<file path="config.mk">
export PLATFORM = sky130hd
export DESIGN_NAME = ptc_queue
export DESIGN_NICKNAME = d
export VERILOG_FILES = /design/src/design/ptc_pkg.sv /design/src/design/ptc_queue.sv
export SDC_FILE = /design/constraint.sdc
export NUM_CORES = 1
export LEC_CHECK = 0
export ABC_AREA = 0
export BUFFER_PORTS_ARGS = -buffer_cell sky130_fd_sc_hd__buf_4
export CAP_MARGIN = 20
export CORE_ASPECT_RATIO = 1.4
export CORE_MARGIN = 8
export CORE_UTILIZATION = 30
export DETAILED_ROUTE_END_ITERATION = 6
export PLACE_DENSITY = 0.46
export SLEW_MARGIN = 0
export SYNTH_ARGS = -nofsm -noshare
export SYNTH_HDL_FRONTEND = slang
export SYNTH_SLANG_ARGS = --single-unit
export TNS_END_PERCENT = 10
</file>
<file path="constraint.sdc">
create_clock -name clk -period 3 [get_ports clk]
set_clock_uncertainty 0.15 [all_clocks]
set_input_delay 0 -clock clk [delete_from_list [all_inputs] [get_ports clk]]
set_output_delay 0 -clock clk [all_outputs]
set_load 0.02 [all_outputs]
</file>
<file path="src/design/ptc_pkg.sv">
`default_nettype none
// ----------------------------------------------------------------------------
// ptc_pkg
// Shared types, constants and helpers of the pressure/temperature compensation
// block.
// ----------------------------------------------------------------------------
package ptc_pkg;

  localparam int unsigned CAL_W       = 16;
  localparam int unsigned RAW_W       = 24;
  localparam int unsigned DT_W        = 25;
  localparam int unsigned TEMP_W      = 19;
  localparam int unsigned PRES_W      = 24;
  localparam int unsigned CFG_IDX_W   = 3;
  localparam int unsigned PTC_QUEUE_DEPTH = 4;

  localparam logic [CFG_IDX_W-1:0] REG_PRESSURE_SENSITIVITY  = 3'd0;
  localparam logic [CFG_IDX_W-1:0] REG_PRESSURE_OFFSET       = 3'd1;
  localparam logic [CFG_IDX_W-1:0] REG_SENS_TEMP_COEFF       = 3'd2;
  localparam logic [CFG_IDX_W-1:0] REG_OFFSET_TEMP_COEFF     = 3'd3;
  localparam logic [CFG_IDX_W-1:0] REG_REFERENCE_TEMPERATURE = 3'd4;
  localparam logic [CFG_IDX_W-1:0] REG_TEMPERATURE_COEFF     = 3'd5;

  localparam logic signed [18:0] TEMP_BASE   = 19'sd2000;
  localparam logic signed [19:0] VLOW_SHIFT  = 20'sd3500;
  localparam logic signed [18:0] VLOW_LIMIT  = -19'sd3500;
  localparam logic signed [19:0] TEMP_MIN    = -20'sd262144;
  localparam logic signed [19:0] TEMP_MAX    = 20'sd262143;
  localparam logic signed [63:0] PRES_MIN    = -64'sd8388608;
  localparam logic signed [63:0] PRES_MAX    = 64'sd8388607;

  typedef struct packed {
    logic [CAL_W-1:0] pressure_sensitivity;
    logic [CAL_W-1:0] pressure_offset;
    logic [CAL_W-1:0] sens_temp_coeff;
    logic [CAL_W-1:0] offset_temp_coeff;
    logic [CAL_W-1:0] reference_temperature;
    logic [CAL_W-1:0] temperature_coeff;
  } ptc_cal_t;

  typedef struct packed {
    logic        [RAW_W-1:0] d1;
    logic signed [DT_W-1:0]  dt;
  } ptc_item_t;

  // arithmetic right shift that rounds toward zero
  function automatic logic signed [63:0] trunc_shift(input logic signed [63:0] x,
                                                    input int unsigned sh);
    logic signed [63:0] bias;
    bias = x[63] ? ((64'sd1 <<< sh) - 64'sd1) : 64'sd0;
    return (x + bias) >>> sh;
  endfunction

endpackage
`default_nettype wire

</file>
<file path="src/design/ptc_queue.sv">
`default_nettype none
// ----------------------------------------------------------------------------
// ptc_queue
// Short FIFO between the input stage and the arithmetic pipeline.
// ----------------------------------------------------------------------------
module ptc_queue #(
  parameter int unsigned DEPTH = ptc_pkg::PTC_QUEUE_DEPTH
) (
  input  wire logic               clk,
  input  wire logic               rst_n,
  input  wire logic               push_valid,
  input  wire ptc_pkg::ptc_item_t push_item,
  output logic                    push_ready,
  output logic                    pop_valid,
  output ptc_pkg::ptc_item_t      pop_item,
  input  wire logic               pop_ready
);

  localparam int unsigned PTR_W = (DEPTH > 1) ? $clog2(DEPTH) : 1;
  localparam int unsigned CNT_W = $clog2(DEPTH + 1);
  localparam logic [PTR_W-1:0] LAST = PTR_W'(DEPTH - 1);
  localparam logic [CNT_W-1:0] FULL = CNT_W'(DEPTH);

  ptc_pkg::ptc_item_t mem [DEPTH];
  logic [PTR_W-1:0] wr_ptr_r, wr_ptr_nxt;
  logic [PTR_W-1:0] rd_ptr_r, rd_ptr_nxt;
  logic [CNT_W-1:0] count_r,  count_nxt;
  logic             push, pop;

  assign push_ready = (count_r != FULL);
  assign pop_valid  = (count_r != '0);
  assign push       = push_valid && push_ready;
  assign pop        = pop_valid && pop_ready;
  assign pop_item   = mem[rd_ptr_r];

  always_comb begin
    wr_ptr_nxt = wr_ptr_r;
    rd_ptr_nxt = rd_ptr_r;
    count_nxt  = count_r;
    if (push) begin
      wr_ptr_nxt = (wr_ptr_r == LAST) ? '0 : wr_ptr_r + 1'b1;
    end
    if (pop) begin
      rd_ptr_nxt = (rd_ptr_r == LAST) ? '0 : rd_ptr_r + 1'b1;
    end
    if (push && !pop) begin
      count_nxt = count_r + 1'b1;
    end else if (pop && !push) begin
      count_nxt = count_r - 1'b1;
    end
  end

  always_ff @(posedge clk) begin
    if (!rst_n) begin
      wr_ptr_r <= '0;
      rd_ptr_r <= '0;
      count_r  <= '0;
    end else begin
      wr_ptr_r <= wr_ptr_nxt;
      rd_ptr_r <= rd_ptr_nxt;
      count_r  <= count_nxt;
    end
  end

  always_ff @(posedge clk) begin
    if (push) begin
      mem[wr_ptr_r] <= push_item;
    end
  end

endmodule
`default_nettype wire

</file>
==> results.ini, run 1 <==
[outcome]
outcome=completed

[sta]
drv_slew=0
period_minus_slack_ns=2.65
hold_viol=0
tightest_slew_ns=0.598
timing.final.ws_setup_ns=0.347
setup-violations-final=0
finalSetupTns_ns=0
rsz0062_at_grt=no
layout_worst_path_cycle_share_pct=88.4
max_slew_margin_pct=59.8
max_freq_mhz=377

[floorplan]
die_w_um=150
dieArea_mm2=0.0306
die_h_um=204
coreArea_mm2=0.0247
initial_core_util_pct=30.6
row_count=68
ios=104

[setup_path]
r2r_start=count_r[0]
critPathMaxFanout=5
worstPathRequired_ns=3.26
worstPathArrival_ns=2.91
cp-start-kind=register
end_kind=register
reg2regPathDepth=7
critical_path_class=reg -> reg
reg2reg_slack_ns=0.35
timing.rr.end=count_r[2]

[yosys]
synthesis.area_mm2=0.00755
synth_cell_type_count=29
synth_top_area_share_pct=77.9
synthCells=307
synth.most_common_cell=edfxtp_1
synthTopCellsByArea=edfxtp_1, mux4_2, dfxtp_1, ha_1, buf_6
yosys.area.top_type=edfxtp_1
ys_ff_latch=205
seq_area_frac_synth_pct=80.3
async_reset_ff_share_pct=0
syn_area_per_cell_um2=24.6
netlist_top_cells_count=edfxtp_1, mux4_2, dfxtp_1
synth_edf_count=196
synth_flop_cell=edfxtp_1
syn_nets=367
yosysWarnings=0

[hold_path]
min_path_cells=2
holdCritPathClass=in -> reg
holdPathEnd=mem[3][10]
hold_start=push_item[10]

[clocking]
cts_sinks=205
clk_pin_slew_ns=0.06
cts_tree=done
ctsResizeCount=0
htreeDepth=1
numCtsBuffers=21
cts_root_buf=clkbuf_16
clock_latency_ns=0.48
cts_buffer_depth=3

[place]
place_ws_ns=0.379
io_buffers=103
gp_congestion=0.645
dp_hpwl_um=9940

[grt]
grt_max_degree=50
grt_util_all_layers_pct=10.4
grt_overflow=0
grt_pass1_vias=4300
antenna_found_initial=0
grt_pass1_wl_um=24300

[pwr]
pwr_density_cell_mw_per_mm2=841
p_int_mw=6.20
combinationalPowerShare_pct=25.5
max-vdd-ir-drop_mv=0.468
p_clk_share_pct=32.1
swShare_pct=26.7
p_seq_share_pct=42.4
p_leak_nw=3.43
p_sw_mw=2.26

[finish]
area_growth_pct=33.1
n_antenna_cell=0
nFillCells=2214
drive_above_1_share_pct=41.1
final_nets=545

[drt]
wire_per_inst_um=19.5
drt_wl_total_um=15900
initialDrtViolationCount=131
dr.pass1.iters=4
vias=3659
drc_errors=0
vias_per_cell=4.50
drt.antenna.violating_nets=0

[job]
cap_violations=0

logic make-up (layout without fill, tap and decap cells):
kind of cell | Yosys count | count (layout) | share of synthesized area [%]
XOR/XNOR | 2 | 2 | 0.232
AO/OA/AOI/OAI | 6 | 6 | 0.464
multiplexers | 51 | 51 | 14.9
flip-flops | 205 | 205 | 80.3
AND/OR/NAND/NOR | 20 | 20 | 1.56
buffers and inverters | 16 | 208 | 1.29
adder cells (fa/ha/maj) | 7 | 7 | 1.26
routing by layer:
layer / up-vias / part of all wire [%] / GRT usage (%)
met5: - / 0 / 0
met3: 22 / 4.9 / 2.22
met1: 1906 / 38 / 11.4
met4: 0 / 2.0 / 3.15
li1: 1651 / - / -
met2: 80 / 55 / 19.6
area by class of cell:
cell class | count | area (µm²) | area share, %
timing repair buffer | 168 | 1460 | 14.5
clock inverter | 10 | 153 | 1.52
inverter | 3 | 11.3 | 0.112
sequential | 205 | 6070 | 60.4
clock buffer | 27 | 578 | 5.75
multi-input combinational | 86 | 1390 | 13.8
tap | 315 | 394 | 3.92
timing repair:
| item | 4_1_cts | 5_1_grt |
|---|---|---|
| hold buffers | 54 | 0 |
| buffers inserted | 0 | 0 |
| endpoints found under the hold margin | 205 | 0 |
| endpoints found under the setup margin | 0 | 0 |
flip-flops by register name, indices dropped and copies added (netlist names), named ones only:
name	flops
count_r	3
mem	196
rd_ptr_r	2
wr_ptr_r	2
placed cells by master, fill, tap and decap left out, types with 3 or more instances in the layout:
cell type and count:
nand2_1 5, dlygate4sd3_1 54, bufinv_16 4, clkinv_2 4
edfxtp_1 196, clkbuf_1 3, dfxtp_1 7, inv_1 3
mux4_2 49, buf_4 109, clkbuf_8 3, buf_12 5
clkbuf_16 21, o21ai_0 3, and3_2 4, ha_1 6
stage by stage:
step / utilization, % / hold slack, ns / cell area (µm²) / power, mW / std cells
floorplan: - / -0.0511 / 7550 / 4.93 / 307
global placement: 35.6 / 0.0494 / 8780 / 5.78 / 723
detailed placement: 35.6 / 0.0524 / 8780 / 5.82 / 723
CTS: 40.8 / 0.0711 / 10100 / 8.64 / 814
global route: 40.8 / 0.0898 / 10100 / 8.85 / 814
finish: 40.8 / 0.103 / 10100 / 8.46 / 814
power by group through the flow:
stage	combinational (mW)	clock [mW]	sequential (mW)
after floorplan	1.33	0	3.60
after global placement	2.15	0	3.63
after detailed placement	2.17	0	3.65
after CTS	2.24	2.81	3.59
after global routing	2.33	2.90	3.62
final	2.16	2.72	3.58
worst max-delay path, stage by stage (launching register included):
cell      delay [ns]
dfxtp_1         0.36
o31ai_1         0.55
ha_1            0.31
inv_1           0.07
fa_1            0.38
xor2_1          0.18
or3_2           0.40
a21boi_0        0.18
how the worst max path moves through the flow:
stage	startpoint	to	slack, ns
global placement	count_r[0]	count_r[2]	0.51
floorplan	count_r[0]	count_r[2]	0.65
finish	count_r[0]	count_r[2]	0.35
global route	count_r[0]	count_r[2]	0.07
detailed placement	count_r[1]	count_r[2]	0.38
CTS	count_r[0]	count_r[2]	0.38
Note: power is estimated with default switching activity, not from simulation.
==> run 2, diff against run 1 <==
CORE_UTILIZATION = 57   (was 30)
PLACE_DENSITY = 0.78   (was 0.46)
==> run 2 against run 1 <==
  * Sequential power is 2% higher
  * Total power is 5.7% lower
  * Critical path depth stayed put
  * Cell area is 3.7% lower
  * Non-clock buffer count is 2 lower
  * Utilization is 33 points higher
  * Critical path type unchanged
  * Critical endpoint unchanged
  * Largest cell class unchanged
  * Largest power group unchanged
==> results.ini, run 2 (same netlist as run 1, synthesis figures left out) <==
[sta]
hold-worst-slack_ns=0.119
finalSetupTns_ns=0
hold_viol=0
tightest_slew_ns=0.624
max_freq_mhz=390
rsz0062_at_grt=no
timing.final.ws_setup_ns=0.438
setup-violations-final=0
layout_worst_path_cycle_share_pct=85.4
period_minus_slack_ns=2.56
max_slew_margin_pct=58.4
drv_slew=0

[pwr]
finalPower_mw=7.98
pwr_density_cell_mw_per_mm2=824
p_leak_nw=3.35
max-vdd-ir-drop_mv=0.754

[setup_path]
slowest_stage=o31ai_1
critical_path_buf_inv_count=1
critical_path_class=reg -> reg
cp.depth=7
reg2regPathDepth=7
end_kind=register
worstPathRequired_ns=3.24
critPathMaxFanout=5
worstPathArrival_ns=2.80
cp-start-kind=register
max_stage_delay_ns=0.49
crit_chain=o31ai_1 > ha_1 > inv_1 > fa_1 > xor2_1 > or3_2 > a21boi_0
path_delay_family=adder cells

[clocking]
cts_tree=done
htreeDepth=1
ctsResizeCount=0
postCtsHoldBufs=54
cts_sinks=205
clock_latency_ns=0.46
cts_root_buf=clkbuf_16
clk_pin_slew_ns=0.06
post_cts_buffers=0
cts_buffer_depth=3
numCtsBuffers=19

[grt]
antenna_found_initial=0
grt_overflow=0
grt_pass1_vias=4021
grt_util_all_layers_pct=16.6
grt_max_degree=29
grt_pass1_wl_um=22000

[place]
dpl.cell_count=562
io_buffers=103
gp_congestion=0.733
dp_hpwl_um=8780
place_ws_ns=0.415

[finish]
drive_above_1_share_pct=40.6
stdcell_count=649
final_common_cell=edfxtp_1
largest_reg_flops=196
area_growth_pct=28.3
final_nets=541
mostFrequentLayoutCells=edfxtp_1, buf_4, dlygate4sd3_1, mux4_2, clkbuf_16
nFillCells=751
register_area_mm2=0.00607
n_antenna_cell=0
largest-register=mem
top_regs=mem (196), count_r (3)
multi_input_area_mm2=0.00139

[drt]
dr_wl_met2_um=7700
vias=3671
vias_per_cell=5.66
drt_wl_total_um=14100
wl_met1_um=5280
wire_per_inst_um=21.7
initialDrtViolationCount=184
drc_errors=0
dr.pass1.iters=4
dr_wl_met3_um=743
drt.antenna.violating_nets=0
dr.max_layer_used=met4

[job]
cap_violations=0

[hold_path]
min_path_cells=2
holdCritPathClass=in -> reg

[floorplan]
coreArea_mm2=0.0131
row_count=50
die_h_um=152
dieArea_mm2=0.0172
ios=104
die_w_um=113
initial_core_util_pct=57.5

[outcome]
outcome=completed

-- run 2: cell count changes in the layout (fill, tap and decap cells not counted), sizes merged --
| cell | previous run | this run |
|---|---|---|
| clkbuf | 27 | 24 |
| clkinvlp | 0 | 1 |
| buf | 114 | 112 |
| clkinv | 5 | 6 |
| bufinv | 4 | 1 |
-- run 2: final cells by class --
type | count | area share (%)
Multi-Input combinational cell | 86 | 14.3
Tap cell | 156 | 2.01
Clock inverter | 9 | 0.801
Sequential cell | 205 | 62.7
Clock buffer | 24 | 5.41
Inverter | 3 | 0.116
Timing Repair Buffer | 166 | 14.6
-- run 2: where the power goes --
part	switching (mW)	internal (mW)	total (mW)	leakage, nW
Sequential	0.180	3.48	3.66	1.87
Clock	0.952	1.33	2.28	0.300
Combinational	1.03	1.01	2.04	1.18
Total	2.17	5.81	7.98	3.35
-- run 2: final timing paths --
path | slack (ns) | to | from
max | 0.44 | count_r[2] | count_r[0]
min | 0.12 | mem[3][30] | push_item[30]
max reg2reg | 0.44 | count_r[2] | count_r[0]
min reg2reg | 0.36 | wr_ptr_r[1] | wr_ptr_r[1]
-- run 2: layer usage --
metal / vias to the layer above / track usage [%]
li1: 1637 / -
met1: 1900 / 18.9
met2: 105 / 29.6
met3: 29 / 3.81
met5: - / 0
met4: 0 / 6.18
-- run 2: per-stage QoR --
step                      util, %  cell area (µm²)
final                        73.7             9690
after global routing         73.7             9690
after CTS                    73.7             9690
after detailed placement     65.0             8540
after global placement       65.0             8540
after floorplan                 -             7550
==> run 3, diff against run 2 <==
CORE_UTILIZATION = 59   (was 57)
CTS_BUF_LIST = sky130_fd_sc_hd__clkbuf_8   (was default)
PLACE_DENSITY = 0.81   (was 0.78)
==> run 3 against run 2 <==
  * Non-clock buffer count shrank 3
  * Worst hold slack worse by 0.041 ns
  * Via count up 0.19%
  * Total power down 2.0%
  * Cell area is 0.43% lower
  * Register-to-register slack worse by 0.10 ns
==> results.ini, run 3 (same netlist as run 1, synthesis figures left out) <==
[outcome]
outcome=completed

[setup_path]
cp-endpoint=count_r[2]
crit_chain=o31ai_1 > ha_1 > inv_1 > fa_1 > xor2_1 > or3_2 > a21boi_0
critPathMaxFanout=5
path_delay_family=compound AO/OA/AOI/OAI gates
cp-start-kind=register
max_stage_delay_ns=0.50
worstPathArrival_ns=2.95
critical_path_buf_inv_count=1
slowest_stage=o31ai_1
crit_start=count_r[0]
worstPathRequired_ns=3.29
r2r_start=count_r[0]
timing.rr.end=count_r[2]
reg2regPathDepth=7
cp.depth=7
reg2reg_slack_ns=0.33
critical_path_class=reg -> reg
end_kind=register

[clocking]
htreeDepth=1
cts_sinks=205
numCtsBuffers=29
ctsResizeCount=0
postCtsHoldBufs=52
cts_tree=done
clk_pin_slew_ns=0.06
cts_buffer_depth=3
cts_root_buf=clkbuf_8
clock_latency_ns=0.52
post_cts_buffers=0

[sta]
setup-violations-final=0
drv_slew=0
max_freq_mhz=375
hold_viol=0
max_slew_margin_pct=48.6
rsz0062_at_grt=no
period_minus_slack_ns=2.67
finalSetupTns_ns=0
layout_worst_path_cycle_share_pct=88.9
tightest_slew_ns=0.771

[grt]
grt_pass1_vias=4122
grt_max_degree=29
grt_util_all_layers_pct=16.9
grt_overflow=0
antenna_found_initial=1
grt_pass1_wl_um=21700

[pwr]
max-vdd-ir-drop_mv=0.703
pwr_density_cell_mw_per_mm2=810
p_leak_nw=3.36

[floorplan]
coreArea_mm2=0.0127
die_w_um=112
initial_core_util_pct=59.5
die_h_um=150
ios=104
dieArea_mm2=0.0167
row_count=49

[hold_path]
holdCritPathClass=in -> reg

[place]
dpl_cell_area_mm2=0.00855
io_buffers=103
dp_hpwl_um=8550
gp_congestion=0.731

[drt]
wire_per_inst_um=21.5
dr.pass1.iters=4
vias_per_cell=5.55
initialDrtViolationCount=145
drt.antenna.violating_nets=0
drc_errors=0
drt_wl_total_um=14200
vias=3678

[finish]
area_growth_pct=27.7
drive_above_1_share_pct=41.3
fin_util_pct=76.0
largest-register=mem
mostFrequentLayoutCells=edfxtp_1, buf_4, dlygate4sd3_1, mux4_2, clkbuf_8
largest_reg_flops=196
final_common_cell=edfxtp_1
stdcell_area_mm2=0.00965
final_nets=548
top_regs=mem (196), count_r (3)

[job]
cap_violations=0

run 3: layer usage:
metal | part of all wire [%] | GRT usage [%] | vias to the layer above
met2 | 57 | 32.0 | 115
met3 | 5.4 | 3.59 | 23
met5 | 0 | 0 | -
met4 | 2.3 | 7.69 | 0
met1 | 35 | 17.7 | 1879
li1 | - | - | 1661
run 3: worst register-to-register path, delay by kind of cell (launching register included):
kind                       cells  cell delay (ns)
AOI/OAI and AO/OA              2             0.71
adders and majority gates      2             0.68
and+or+nand+nor                1             0.42
DFF                            1             0.36
xor gates and xnor gates       1             0.20
buffers and inverters          1             0.07
run 3: cell type report:
type | instances | area, µm²
clock inverter | 22 | 175
multi-input combinational | 86 | 1390
sequential | 205 | 6070
fill | 671 | 3050
inverter | 3 | 11.3
antenna | 2 | 5.00
tap | 153 | 191
clock buffer | 29 | 399
timing repair buffer | 163 | 1400
run 3: power by group:
group | leakage, nW | internal [mW] | total (mW) | switching [mW]
logic | 1.17 | 0.998 | 2.03 | 1.04
clock network | 0.321 | 1.16 | 2.13 | 0.963
registers | 1.87 | 3.48 | 3.66 | 0.179
total | 3.36 | 5.64 | 7.82 | 2.18
run 3: how the worst min path moves through the flow:
stage	to	slack, ns	startpoint	cells after the start
floorplan	mem[0][0]	-0.05	push_item[0]	0
global placement	mem[0][36]	0.05	push_item[36]	1
detailed placement	mem[1][38]	0.05	push_item[38]	1
CTS	mem[1][38]	0.04	push_item[38]	2
global route	mem[3][0]	0.06	push_item[0]	2
finish	mem[3][36]	0.08	push_item[36]	2
run 3: metrics by stage:
stage               setup slack, ns  total power, mW  hold slack, ns  instances
floorplan                     0.646             4.93         -0.0511        307
global placement              0.572             5.66          0.0480        558
detailed placement            0.423             5.72          0.0521        558
CTS                           0.350             7.89          0.0376        661
global route                  0.256             8.12          0.0607        662
finish                        0.333             7.82          0.0780        663
