--- src/design/ptc_pkg.sv ---
`default_nettype none
// ----------------------------------------------------------------------------
// ptc_pkg
// Shared types, constants and helpers of the pressure/temperature compensation
// block.
// ----------------------------------------------------------------------------
package ptc_pkg;

  localparam int unsigned CAL_W       = 16;
  localparam int unsigned RAW_W       = 24;
  localparam int unsigned DT_W        = 25;
  localparam int unsigned TEMP_W      = 19;
  localparam int unsigned PRES_W      = 24;
  localparam int unsigned CFG_IDX_W   = 3;
  localparam int unsigned PTC_QUEUE_DEPTH = 4;

  localparam logic [CFG_IDX_W-1:0] REG_PRESSURE_SENSITIVITY  = 3'd0;
  localparam logic [CFG_IDX_W-1:0] REG_PRESSURE_OFFSET       = 3'd1;
  localparam logic [CFG_IDX_W-1:0] REG_SENS_TEMP_COEFF       = 3'd2;
  localparam logic [CFG_IDX_W-1:0] REG_OFFSET_TEMP_COEFF     = 3'd3;
  localparam logic [CFG_IDX_W-1:0] REG_REFERENCE_TEMPERATURE = 3'd4;
  localparam logic [CFG_IDX_W-1:0] REG_TEMPERATURE_COEFF     = 3'd5;

  localparam logic signed [18:0] TEMP_BASE   = 19'sd2000;
  localparam logic signed [19:0] VLOW_SHIFT  = 20'sd3500;
  localparam logic signed [18:0] VLOW_LIMIT  = -19'sd3500;
  localparam logic signed [19:0] TEMP_MIN    = -20'sd262144;
  localparam logic signed [19:0] TEMP_MAX    = 20'sd262143;
  localparam logic signed [63:0] PRES_MIN    = -64'sd8388608;
  localparam logic signed [63:0] PRES_MAX    = 64'sd8388607;

  typedef struct packed {
    logic [CAL_W-1:0] pressure_sensitivity;
    logic [CAL_W-1:0] pressure_offset;
    logic [CAL_W-1:0] sens_temp_coeff;
    logic [CAL_W-1:0] offset_temp_coeff;
    logic [CAL_W-1:0] reference_temperature;
    logic [CAL_W-1:0] temperature_coeff;
  } ptc_cal_t;

  typedef struct packed {
    logic        [RAW_W-1:0] d1;
    logic signed [DT_W-1:0]  dt;
  } ptc_item_t;

  // arithmetic right shift that rounds toward zero
  function automatic logic signed [63:0] trunc_shift(input logic signed [63:0] x,
                                                    input int unsigned sh);
    logic signed [63:0] bias;
    bias = x[63] ? ((64'sd1 <<< sh) - 64'sd1) : 64'sd0;
    return (x + bias) >>> sh;
  endfunction

endpackage
`default_nettype wire

--- src/design/ptc_if.sv ---
`default_nettype none
// ----------------------------------------------------------------------------
// ptc_if
// Valid/ready channels for raw reading pairs and compensated results.
// ----------------------------------------------------------------------------
interface ptc_in_if;
  logic        valid;
  logic        ready;
  logic [23:0] raw_pressure;
  logic [23:0] raw_temperature;

  modport source (output valid, output raw_pressure, output raw_temperature, input ready);
  modport sink   (input valid, input raw_pressure, input raw_temperature, output ready);
endinterface

`default_nettype wire

--- src/design/ptc_front.sv ---
`default_nettype none
// ----------------------------------------------------------------------------
// ptc_front
// Input stage: accepts reading pairs and forms the temperature difference.
// ----------------------------------------------------------------------------
module ptc_front (
  input  wire logic                clk,
  input  wire logic                rst_n,
  input  wire ptc_pkg::ptc_cal_t   cal,
  ptc_in_if.sink                   in_chan,
  output logic                     push_valid,
  output ptc_pkg::ptc_item_t       push_item,
  input  wire logic                push_ready
);

  logic               valid_r;
  logic               valid_nxt;
  ptc_pkg::ptc_item_t item_r;
  ptc_pkg::ptc_item_t item_nxt;
  logic               take;

  assign in_chan.ready = !valid_r || push_ready;
  assign take          = in_chan.valid && in_chan.ready;

  always_comb begin
    item_nxt.d1 = in_chan.raw_pressure;
    item_nxt.dt = $signed({1'b0, in_chan.raw_temperature})
                - $signed({1'b0, cal.reference_temperature, 8'h00});
    valid_nxt   = take || (valid_r && !push_ready);
  end

  always_ff @(posedge clk) begin
    if (!rst_n) begin
      valid_r <= 1'b0;
    end else begin
      valid_r <= valid_nxt;
    end
  end

  always_ff @(posedge clk) begin
    if (take) begin
      item_r <= item_nxt;
    end
  end

  assign push_valid = valid_r;
  assign push_item  = item_r;

endmodule
`default_nettype wire

--- src/flat_wrapper.sv ---
// flat-port wrapper written by rule: the top's interface ports become plain ports
module ptc_front_flat 
  (clk, rst_n, cal, push_valid, push_item, push_ready, in_chan_valid, in_chan_raw_pressure, in_chan_raw_temperature, in_chan_ready);
  ptc_in_if in_chan_i ();
  input  wire logic clk;
  input  wire logic rst_n;
  input  wire ptc_pkg::ptc_cal_t cal;
  output logic push_valid;
  output ptc_pkg::ptc_item_t push_item;
  input  wire logic push_ready;
  input wire logic [$bits(in_chan_i.valid)-1:0] in_chan_valid;
  input wire logic [$bits(in_chan_i.raw_pressure)-1:0] in_chan_raw_pressure;
  input wire logic [$bits(in_chan_i.raw_temperature)-1:0] in_chan_raw_temperature;
  output wire logic [$bits(in_chan_i.ready)-1:0] in_chan_ready;
  assign in_chan_i.valid = in_chan_valid;
  assign in_chan_i.raw_pressure = in_chan_raw_pressure;
  assign in_chan_i.raw_temperature = in_chan_raw_temperature;
  assign in_chan_ready = in_chan_i.ready;
  ptc_front u_core (.clk(clk), .rst_n(rst_n), .cal(cal), .in_chan(in_chan_i), .push_valid(push_valid), .push_item(push_item), .push_ready(push_ready));
endmodule
--- config.mk ---
export PLATFORM = sky130hd
export DESIGN_NAME = ptc_front_flat
export DESIGN_NICKNAME = d
export VERILOG_FILES = /design/src/design/ptc_pkg.sv /design/src/design/ptc_if.sv /design/src/design/ptc_front.sv /design/src/flat_wrapper.sv
export SDC_FILE = /design/constraint.sdc
export NUM_CORES = 1
export LEC_CHECK = 0
export ABC_AREA = 1
export BUFFER_PORTS_ARGS = -buffer_cell sky130_fd_sc_hd__buf_2
export CORE_ASPECT_RATIO = 0.75
export CORE_MARGIN = 2
export CORE_UTILIZATION = 36
export DETAILED_ROUTE_END_ITERATION = 6
export PLACE_DENSITY = 0.77
export SLEW_MARGIN = 20
export SYNTH_ARGS = -nofsm -noshare
export SYNTH_HDL_FRONTEND = slang
export SYNTH_SLANG_ARGS = --single-unit
--- constraint.sdc ---
create_clock -name clk -period 3.55 [get_ports clk]
set_input_delay 0.71 -clock clk [delete_from_list [all_inputs] [get_ports clk]]
set_output_delay 0.71 -clock clk [all_outputs]
set_load 0.02 [all_outputs]
==> flow_metrics.env, run 1 <==
export IMPL_cts_sinks=50
export IMPL_r2r_end="u_core.push_item[7]"
export IMPL_first_global_vias=2022
export IMPL_synth_cells=264
export IMPL_area_growth_synth_to_final_pct=32.61
export IMPL_synth_most_common_cell="nand2_1"
export IMPL_comb_power_share_pct=23.4
export IMPL_p_leak_nw=1.795
export IMPL_timing_rr_start="u_core.push_valid"
export IMPL_hp_start="u_core.push_valid"
export IMPL_finClkSkew_ns=0.004193
export IMPL_maxCapViolCount=0
export IMPL_power_frac_seq_pct=50.3
export IMPL_postCtsSetupBuffers=0
export IMPL_instances_no_fill=489
export IMPL_rows=26
export IMPL_wl_mm=5.702
export IMPL_yosys_top_cells_count="nand2_1, inv_1, edfxtp_1"
export IMPL_swShare_pct=27.43
export IMPL_vias_per_cell=4.280
export IMPL_synthTopCellsByArea="edfxtp_1, nand2_1, inv_1, ha_1, nand3_1"
export IMPL_clockBufferDepth=2
export IMPL_grt_util_all_layers_pct=14.50
export IMPL_muxShareOfSynthArea_pct=0
export IMPL_synth_top_area_share_pct=56.98
export IMPL_seq_area_um2=1491
export IMPL_async_reset_ff_share_pct=0
export IMPL_via_count=2093
export IMPL_worstSetupEndpointType="flop"
export IMPL_cts_resized=0
export IMPL_die_area_um2=7874
export IMPL_r2r_setup_slack_ns=1.93
export IMPL_holdPathEnd="u_core.push_valid"
export IMPL_drt_initial_drc_count=55
export IMPL_syn_area_um2=2582
export IMPL_synth_edf_count=49
export IMPL_crit_required_ns=3.68
export IMPL_synth_top_family_by_area="simple AND/OR/NAND/NOR gates"
export IMPL_grt_max_degree=35
export IMPL_hold_depth=2
export IMPL_tightestPinTransition_ns=0.4946
export IMPL_grt_overflow_total=0
export IMPL_p_int_w=0.001040
export IMPL_worst_r2r_cell_count=2
export IMPL_yosys_warnings=0
export IMPL_wl_per_cell_um=11.66
export IMPL_ys_seq_area_share_pct=57.75
export IMPL_maxSlewViolCount=0
export IMPL_diodes=0
export IMPL_chipHeight_um=77.35
export IMPL_synthFlopType="edfxtp_1"
export IMPL_tns_ns=0
export IMPL_h_tree_depth=2
export IMPL_dp_hpwl_mm=4.874
export IMPL_initial_utilization_pct=37.62
export IMPL_clk_pin_slew_worst_paths_ns=0.08
export IMPL_pwr_share_clk_pct=26.3
export IMPL_grt_antenna_before_repair=0
export IMPL_startpoint_type="input pin"
export IMPL_synth_fa_ha_area_share_pct=8.527
export IMPL_ys_types=23
export IMPL_multi_input_area_um2=872.1
export IMPL_syn_avg_cell_area_um2=9.782
export IMPL_finalSetupViolations=0
export IMPL_synth_simple_gate_area_share_pct=19.14
export IMPL_fin_crit_sh_pct=55.34
export IMPL_die_w_um=101.8
export IMPL_post_route_drc_count=0
export IMPL_grt_setup_unrepaired="false"
export IMPL_grt_pass1_wl_mm=8.976
export IMPL_dp_cells=481
export IMPL_layout_drive_gt1_share_pct=37.08
export IMPL_io_buffers=118
export IMPL_p_per_area_nw_per_um2=418.3
export IMPL_drt_pass1_iterations=4
export IMPL_period_needed_ns=1.965
export IMPL_cts_buffers=5
export IMPL_fill_cells=669
export IMPL_core_um2=6864
export IMPL_ant_nets=0
export IMPL_hold_violations=0
export IMPL_crit_arrival_ns=2.10
export IMPL_power_switching_w=0.0003930
export IMPL_nNetsFinal=555
export IMPL_peakVddDrop_mv=0.1909
export IMPL_cts_tree="built"
export IMPL_hold_class="flop to flop"
export IMPL_ys_ff_latch=50
export IMPL_clk_latency_ns=0.29
export IMPL_gp_congestion=0.8707
export IMPL_synth_nets=429
export IMPL_synth_compound_area_share_pct=3.295
export IMPL_crit_fanout=3
export IMPL_relSlewSlack_pct=66.95
export IMPL_synth_xor_area_share_pct=2.374
export IMPL_timing_fmax_ghz=0.5090
export IMPL_io_pins=199
export IMPL_hold_ws_ns=0.5593
export IMPL_crit_type="input pin to flop"
export IMPL_synth_largest_area_cell="edfxtp_1"
export IMPL_ctsHoldBuffers=0
export IMPL_cts_root_buf="clkbuf_8"
export IMPL_status="complete, no violations"
[layout make-up]
cell class	instances	share of cell area, %
clock buffers	6	2.119
clock inverters	2	1.096
inverters	61	6.723
repair buffers	119	17.46
multi-input cells	153	25.47
flip-flops and latches	50	43.55
well taps	98	3.581
[sequential cells by signal, summed over array words and instances, names as in the netlist]
| signal | count |
|---|---|
| u_core.push_item | 49 |
| u_core.push_valid | 1 |
[cells in the final DEF, fill, tap and decap left out, types with 2 or more instances in the layout]
| cell | Yosys | layout |
|---|---|---|
| inv_2 | 5 | 5 |
| a21oi_2 | 2 | 2 |
| nor3_2 | 2 | 2 |
| inv_1 | 55 | 55 |
| buf_2 | 0 | 118 |
| clkbuf_8 | 0 | 5 |
| nand4_1 | 2 | 2 |
| a21oi_1 | 9 | 8 |
| nor2_1 | 9 | 9 |
| ha_1 | 16 | 16 |
| nand3_1 | 13 | 13 |
| xnor2_1 | 2 | 2 |
| nand2_1 | 78 | 78 |
| nor3_1 | 2 | 2 |
| xor2_1 | 5 | 5 |
| edfxtp_1 | 49 | 49 |
| nand2_2 | 7 | 7 |
[how the worst max path moves through the flow]
stage	startpoint	endpoint	slack [ns]	cells past startpoint
floorplan	push_ready	u_core.push_item[0]	0.93	2
global placement	in_chan_raw_temperature[8]	u_core.push_item[20]	1.31	10
detailed placement	in_chan_raw_temperature[8]	u_core.push_item[16]	1.28	10
CTS	in_chan_raw_temperature[8]	u_core.push_item[16]	1.59	10
global route	in_chan_raw_temperature[8]	u_core.push_item[16]	1.50	10
finish	in_chan_raw_temperature[8]	u_core.push_item[16]	1.59	10
[critical path: stages]
cell     delay [ns]
buf_2          0.08
inv_1          0.03
ha_1           0.21
fa_1           0.41
inv_1          0.10
nand3_1        0.07
nand3_1        0.14
nand2_1        0.09
nand3_2        0.09
xor2_1         0.17
[cells by family after synthesis]
group / after synthesis
fa+ha+maj: 17
flops: 50
xor+xnor: 7
buf+inv: 61
compound gates: 14
simple gates: 115
[per-layer routing]
layer  up-vias  wire length (um)  global-route usage [%]
li1       1089                 -                       -
met1       916              2517                   18.63
met2        83              2556                   24.08
met3         5               580                   3.333
met4         0                47                   4.730
met5         -                 0                       0
[power groups by stage]
stage / logic [W] / clock network, W / registers, W
3_5_place_dp: 0.000338 / 0 / 0.000735
4_1_cts: 0.000339 / 0.000395 / 0.000721
3_3_place_gp: 0.000333 / 0 / 0.000732
5_1_grt: 0.000379 / 0.000415 / 0.000725
6_report: 0.000335 / 0.000377 / 0.000720
2_1_floorplan: 0.000154 / 0 / 0.000796
[metrics by stage]
step | util [%] | area [um^2] | total power [W] | setup WS [ns]
after global placement | 48.29 | 3314 | 0.001065 | 1.313
after floorplan | - | 2586 | 0.0009498 | 0.9298
after global routing | 49.89 | 3425 | 0.001519 | 1.500
final | 49.89 | 3425 | 0.001433 | 1.586
after CTS | 49.89 | 3425 | 0.001455 | 1.594
after detailed placement | 48.29 | 3314 | 0.001073 | 1.279
(Power assumes the default switching activity.)
==> inputs of run 2 (changes only) <==
- ABC_AREA: 1 -> 0
- CORE_UTILIZATION: 36 -> 39
- PLACE_DENSITY: 0.77 -> 0.81
- clock period: 3.55 -> 1.85 ns (I/O delays scaled with it)
==> run 2 against run 1 <==
Compared with the run above: the flow now finishes with violations (setup timing); largest cell class unchanged; sequential share of layout area down 2.1 points; sequential cell count unchanged; register-to-register slack got worse by 1.3 ns.
==> flow_metrics.env, run 2 <==
export IMPL_status="complete, but fails checks"
export IMPL_violations="setup timing"
export IMPL_slowest_delay_ns=0.34
export IMPL_synth_nets=347
export IMPL_io_buffers=118
export IMPL_clk_latency_ns=0.29
export IMPL_drt_initial_drc_count=93
export IMPL_p_int_w=0.001982
export IMPL_crit_arrival_ns=2.02
export IMPL_power_frac_seq_pct=50.5
export IMPL_diodes=0
export IMPL_finClkSkew_ns=0.003833
export IMPL_hold_violations=0
export IMPL_h_tree_depth=2
export IMPL_yosys_top_cells_count="edfxtp_1, inv_1, ha_1"
export IMPL_seq_area_um2=1491
export IMPL_cpLargestDelayFamily="compound AO/OA/AOI/OAI gates"
export IMPL_grt_pass1_wl_mm=9.625
export IMPL_dp_hpwl_mm=5.529
export IMPL_final_util_pct=60.77
export IMPL_comb_power_share_pct=28.8
export IMPL_cts_tree="built"
export IMPL_setup_ws_ns=-0.1188
export IMPL_swShare_pct=27.87
export IMPL_drt_pass1_iterations=4
export IMPL_grt_antenna_before_repair=0
export IMPL_synth_most_common_cell="edfxtp_1"
export IMPL_clockBufferDepth=2
export IMPL_die_area_um2=6871
export IMPL_initial_utilization_pct=40.99
export IMPL_clk_pin_slew_worst_paths_ns=0.08
export IMPL_tightestPinTransition_ns=0.4147
export IMPL_worstSetupEndpointType="flop"
export IMPL_hp_start="in_chan_raw_pressure[13]"
export IMPL_grt_setup_unrepaired="true"
export IMPL_cts_sinks=50
export IMPL_p_leak_nw=1.678
export IMPL_area_growth_synth_to_final_pct=48.25
export IMPL_wl_mm=6.684
export IMPL_peakVddDrop_mv=0.2913
export IMPL_ys_types=47
export IMPL_grt_max_degree=28
export IMPL_maxCapViolCount=0
export IMPL_dp_cells=410
export IMPL_period_needed_ns=1.969
export IMPL_worst_r2r_cell_count=3
export IMPL_critical_path_cell_chain="buf_8, inv_8, ha_4, fa_2, and2b_2, o2111ai_4, a211oi_4, nor3b_2, o31a_1"
export IMPL_nNetsFinal=510
export IMPL_largest_register_ffs=49
export IMPL_power_switching_w=0.0007656
export IMPL_crit_buf_inv=2
export IMPL_crit_required_ns=1.90
export IMPL_p_per_area_nw_per_um2=764.3
export IMPL_r2r_setup_slack_ns=0.64
export IMPL_grt_overflow_total=0
export IMPL_timing_fmax_ghz=0.5079
export IMPL_instances_no_fill=423
export IMPL_multi_input_area_um2=928.4
export IMPL_final_common_cell="buf_2"
export IMPL_ant_nets=0
export IMPL_hold_depth=1
export IMPL_post_route_drc_count=0
export IMPL_layout_common_cells="buf_2, edfxtp_1, buf_4, inv_1, ha_1"
export IMPL_crit_fanout=3
export IMPL_layout_drive_gt1_share_pct=53.04
export IMPL_syn_area_um2=2425
export IMPL_ys_seq_area_share_pct=61.51
export IMPL_pwr_share_clk_pct=20.7
export IMPL_chipHeight_um=72.29
export IMPL_vias_per_cell=4.811
export IMPL_via_count=2035
export IMPL_ys_ff_latch=50
export IMPL_yosys_warnings=0
export IMPL_first_global_vias=1995
export IMPL_dpl_cell_area_um2=3415
export IMPL_crit_slowest_cell="fa_2"
export IMPL_wl_per_cell_um=15.80
export IMPL_holdPathEnd="u_core.push_item[38]"
export IMPL_maxSlewViolCount=0
export IMPL_ctsHoldBuffers=0
export IMPL_rows=24
export IMPL_cts_buffers=5
export IMPL_cts_root_buf="clkbuf_8"
export IMPL_hold_ws_ns=0.2486
export IMPL_synth_cells=182
export IMPL_synthTopCellsByArea="edfxtp_1, ha_1, inv_1, xnor2_1, a21o_1"
export IMPL_synthFlopType="edfxtp_1"
export IMPL_total_power_w=0.002747
export IMPL_finalSetupViolations=5
export IMPL_r2r_end="u_core.push_item[1]"
export IMPL_fin_crit_sh_pct=106.4
export IMPL_relSlewSlack_pct=72.12
export IMPL_core_um2=5916
export IMPL_async_reset_ff_share_pct=0
export IMPL_hold_class="input pin to flop"
export IMPL_final_area_um2=3595
export IMPL_grt_util_all_layers_pct=18.93
export IMPL_crit_type="input pin to flop"
export IMPL_startpoint_type="input pin"
export IMPL_timing_rr_start="u_core.push_valid"
export IMPL_synth_edf_count=49
export IMPL_synth_largest_area_cell="edfxtp_1"
export IMPL_syn_avg_cell_area_um2=13.32
export IMPL_io_pins=199
export IMPL_fill_cells=471
export IMPL_synth_top_area_share_pct=60.68
export IMPL_die_w_um=95.05
export IMPL_gp_congestion=0.8328
## run 2: changes by cell type after synthesis, sizes merged, moves of 3 or more
cell	change
nand2	-77
a21o	+6
inv	-35
xnor2	+8
xor2	-4
nand3	-10
o21a	+3
a21oi	-3
nor2b	+3
## run 2: worst reg2reg max path: cells and delay by family (launching register included)
| family | cells | cell delay (ns) |
|---|---|---|
| buf+inv | 1 | 0.31 |
| flops | 1 | 0.32 |
| simple gates | 2 | 0.25 |
## run 2: stage by stage
stage	TNS (ns)	setup slack, ns
detailed placement	-3.655	-0.5510
global route	-0.9783	-0.1688
CTS	-0.3581	-0.1394
floorplan	-0.6868	-0.2813
global placement	-3.256	-0.5223
finish	-0.3615	-0.1188
## run 2: cell families (layout without fill, tap and decap cells)
kind of cell    count (synthesis)  after routing  synth area share (%)
simple gates                   39             39                 8.463
flops                          50             50                 61.51
fa+ha+maj                      17             17                 9.081
buf+inv                        26            189                 4.180
xor+xnor                       11             11                 3.973
compound gates                 39             39                 12.80
## run 2: what timing repair did
| item | CTS | global route |
|---|---|---|
| endpoints found under the setup margin | 5 | 11 |
| pin swaps | 6 | 5 |
| setup buffers | 3 | 3 |
| resized for setup | 7 | 4 |
## run 2: power groups by stage
stage / logic [W] / registers [W] / clock network, W
after floorplan: 0.000304 / 0.00153 / 0
after global routing: 0.000858 / 0.00140 / 0.000625
final: 0.000791 / 0.00139 / 0.000568
after CTS: 0.000771 / 0.00139 / 0.000587
after global placement: 0.000731 / 0.00141 / 0
after detailed placement: 0.000751 / 0.00142 / 0
## run 2: worst max-delay path by stage
stage,start,endpoint,cells past startpoint
2_1_floorplan,in_chan_raw_temperature[8],u_core.push_item[24],8
3_3_place_gp,in_chan_raw_temperature[8],u_core.push_item[24],9
3_5_place_dp,in_chan_raw_temperature[8],u_core.push_item[24],9
4_1_cts,in_chan_raw_temperature[8],u_core.push_item[20],10
5_1_grt,in_chan_raw_temperature[8],u_core.push_item[24],9
6_report,in_chan_raw_temperature[8],u_core.push_item[24],9
## run 2: area by class of cell
class / instances / share of cell area (%)
Sequential cell: 50 / 41.49
Multi-Input combinational cell: 106 / 25.83
Timing Repair Buffer: 157 / 25.03
Inverter: 25 / 2.819
Tap cell: 78 / 2.715
Clock buffer: 7 / 2.123
## run 2: per-layer routing
metal | share of wire, % | vias up | track usage, %
li1 | - | 996 | -
met3 | 9.7 | 20 | 4.673
met5 | 0 | - | 0
met4 | 3.1 | 0 | 7.568
met1 | 38 | 924 | 20.69
met2 | 49 | 95 | 35.22
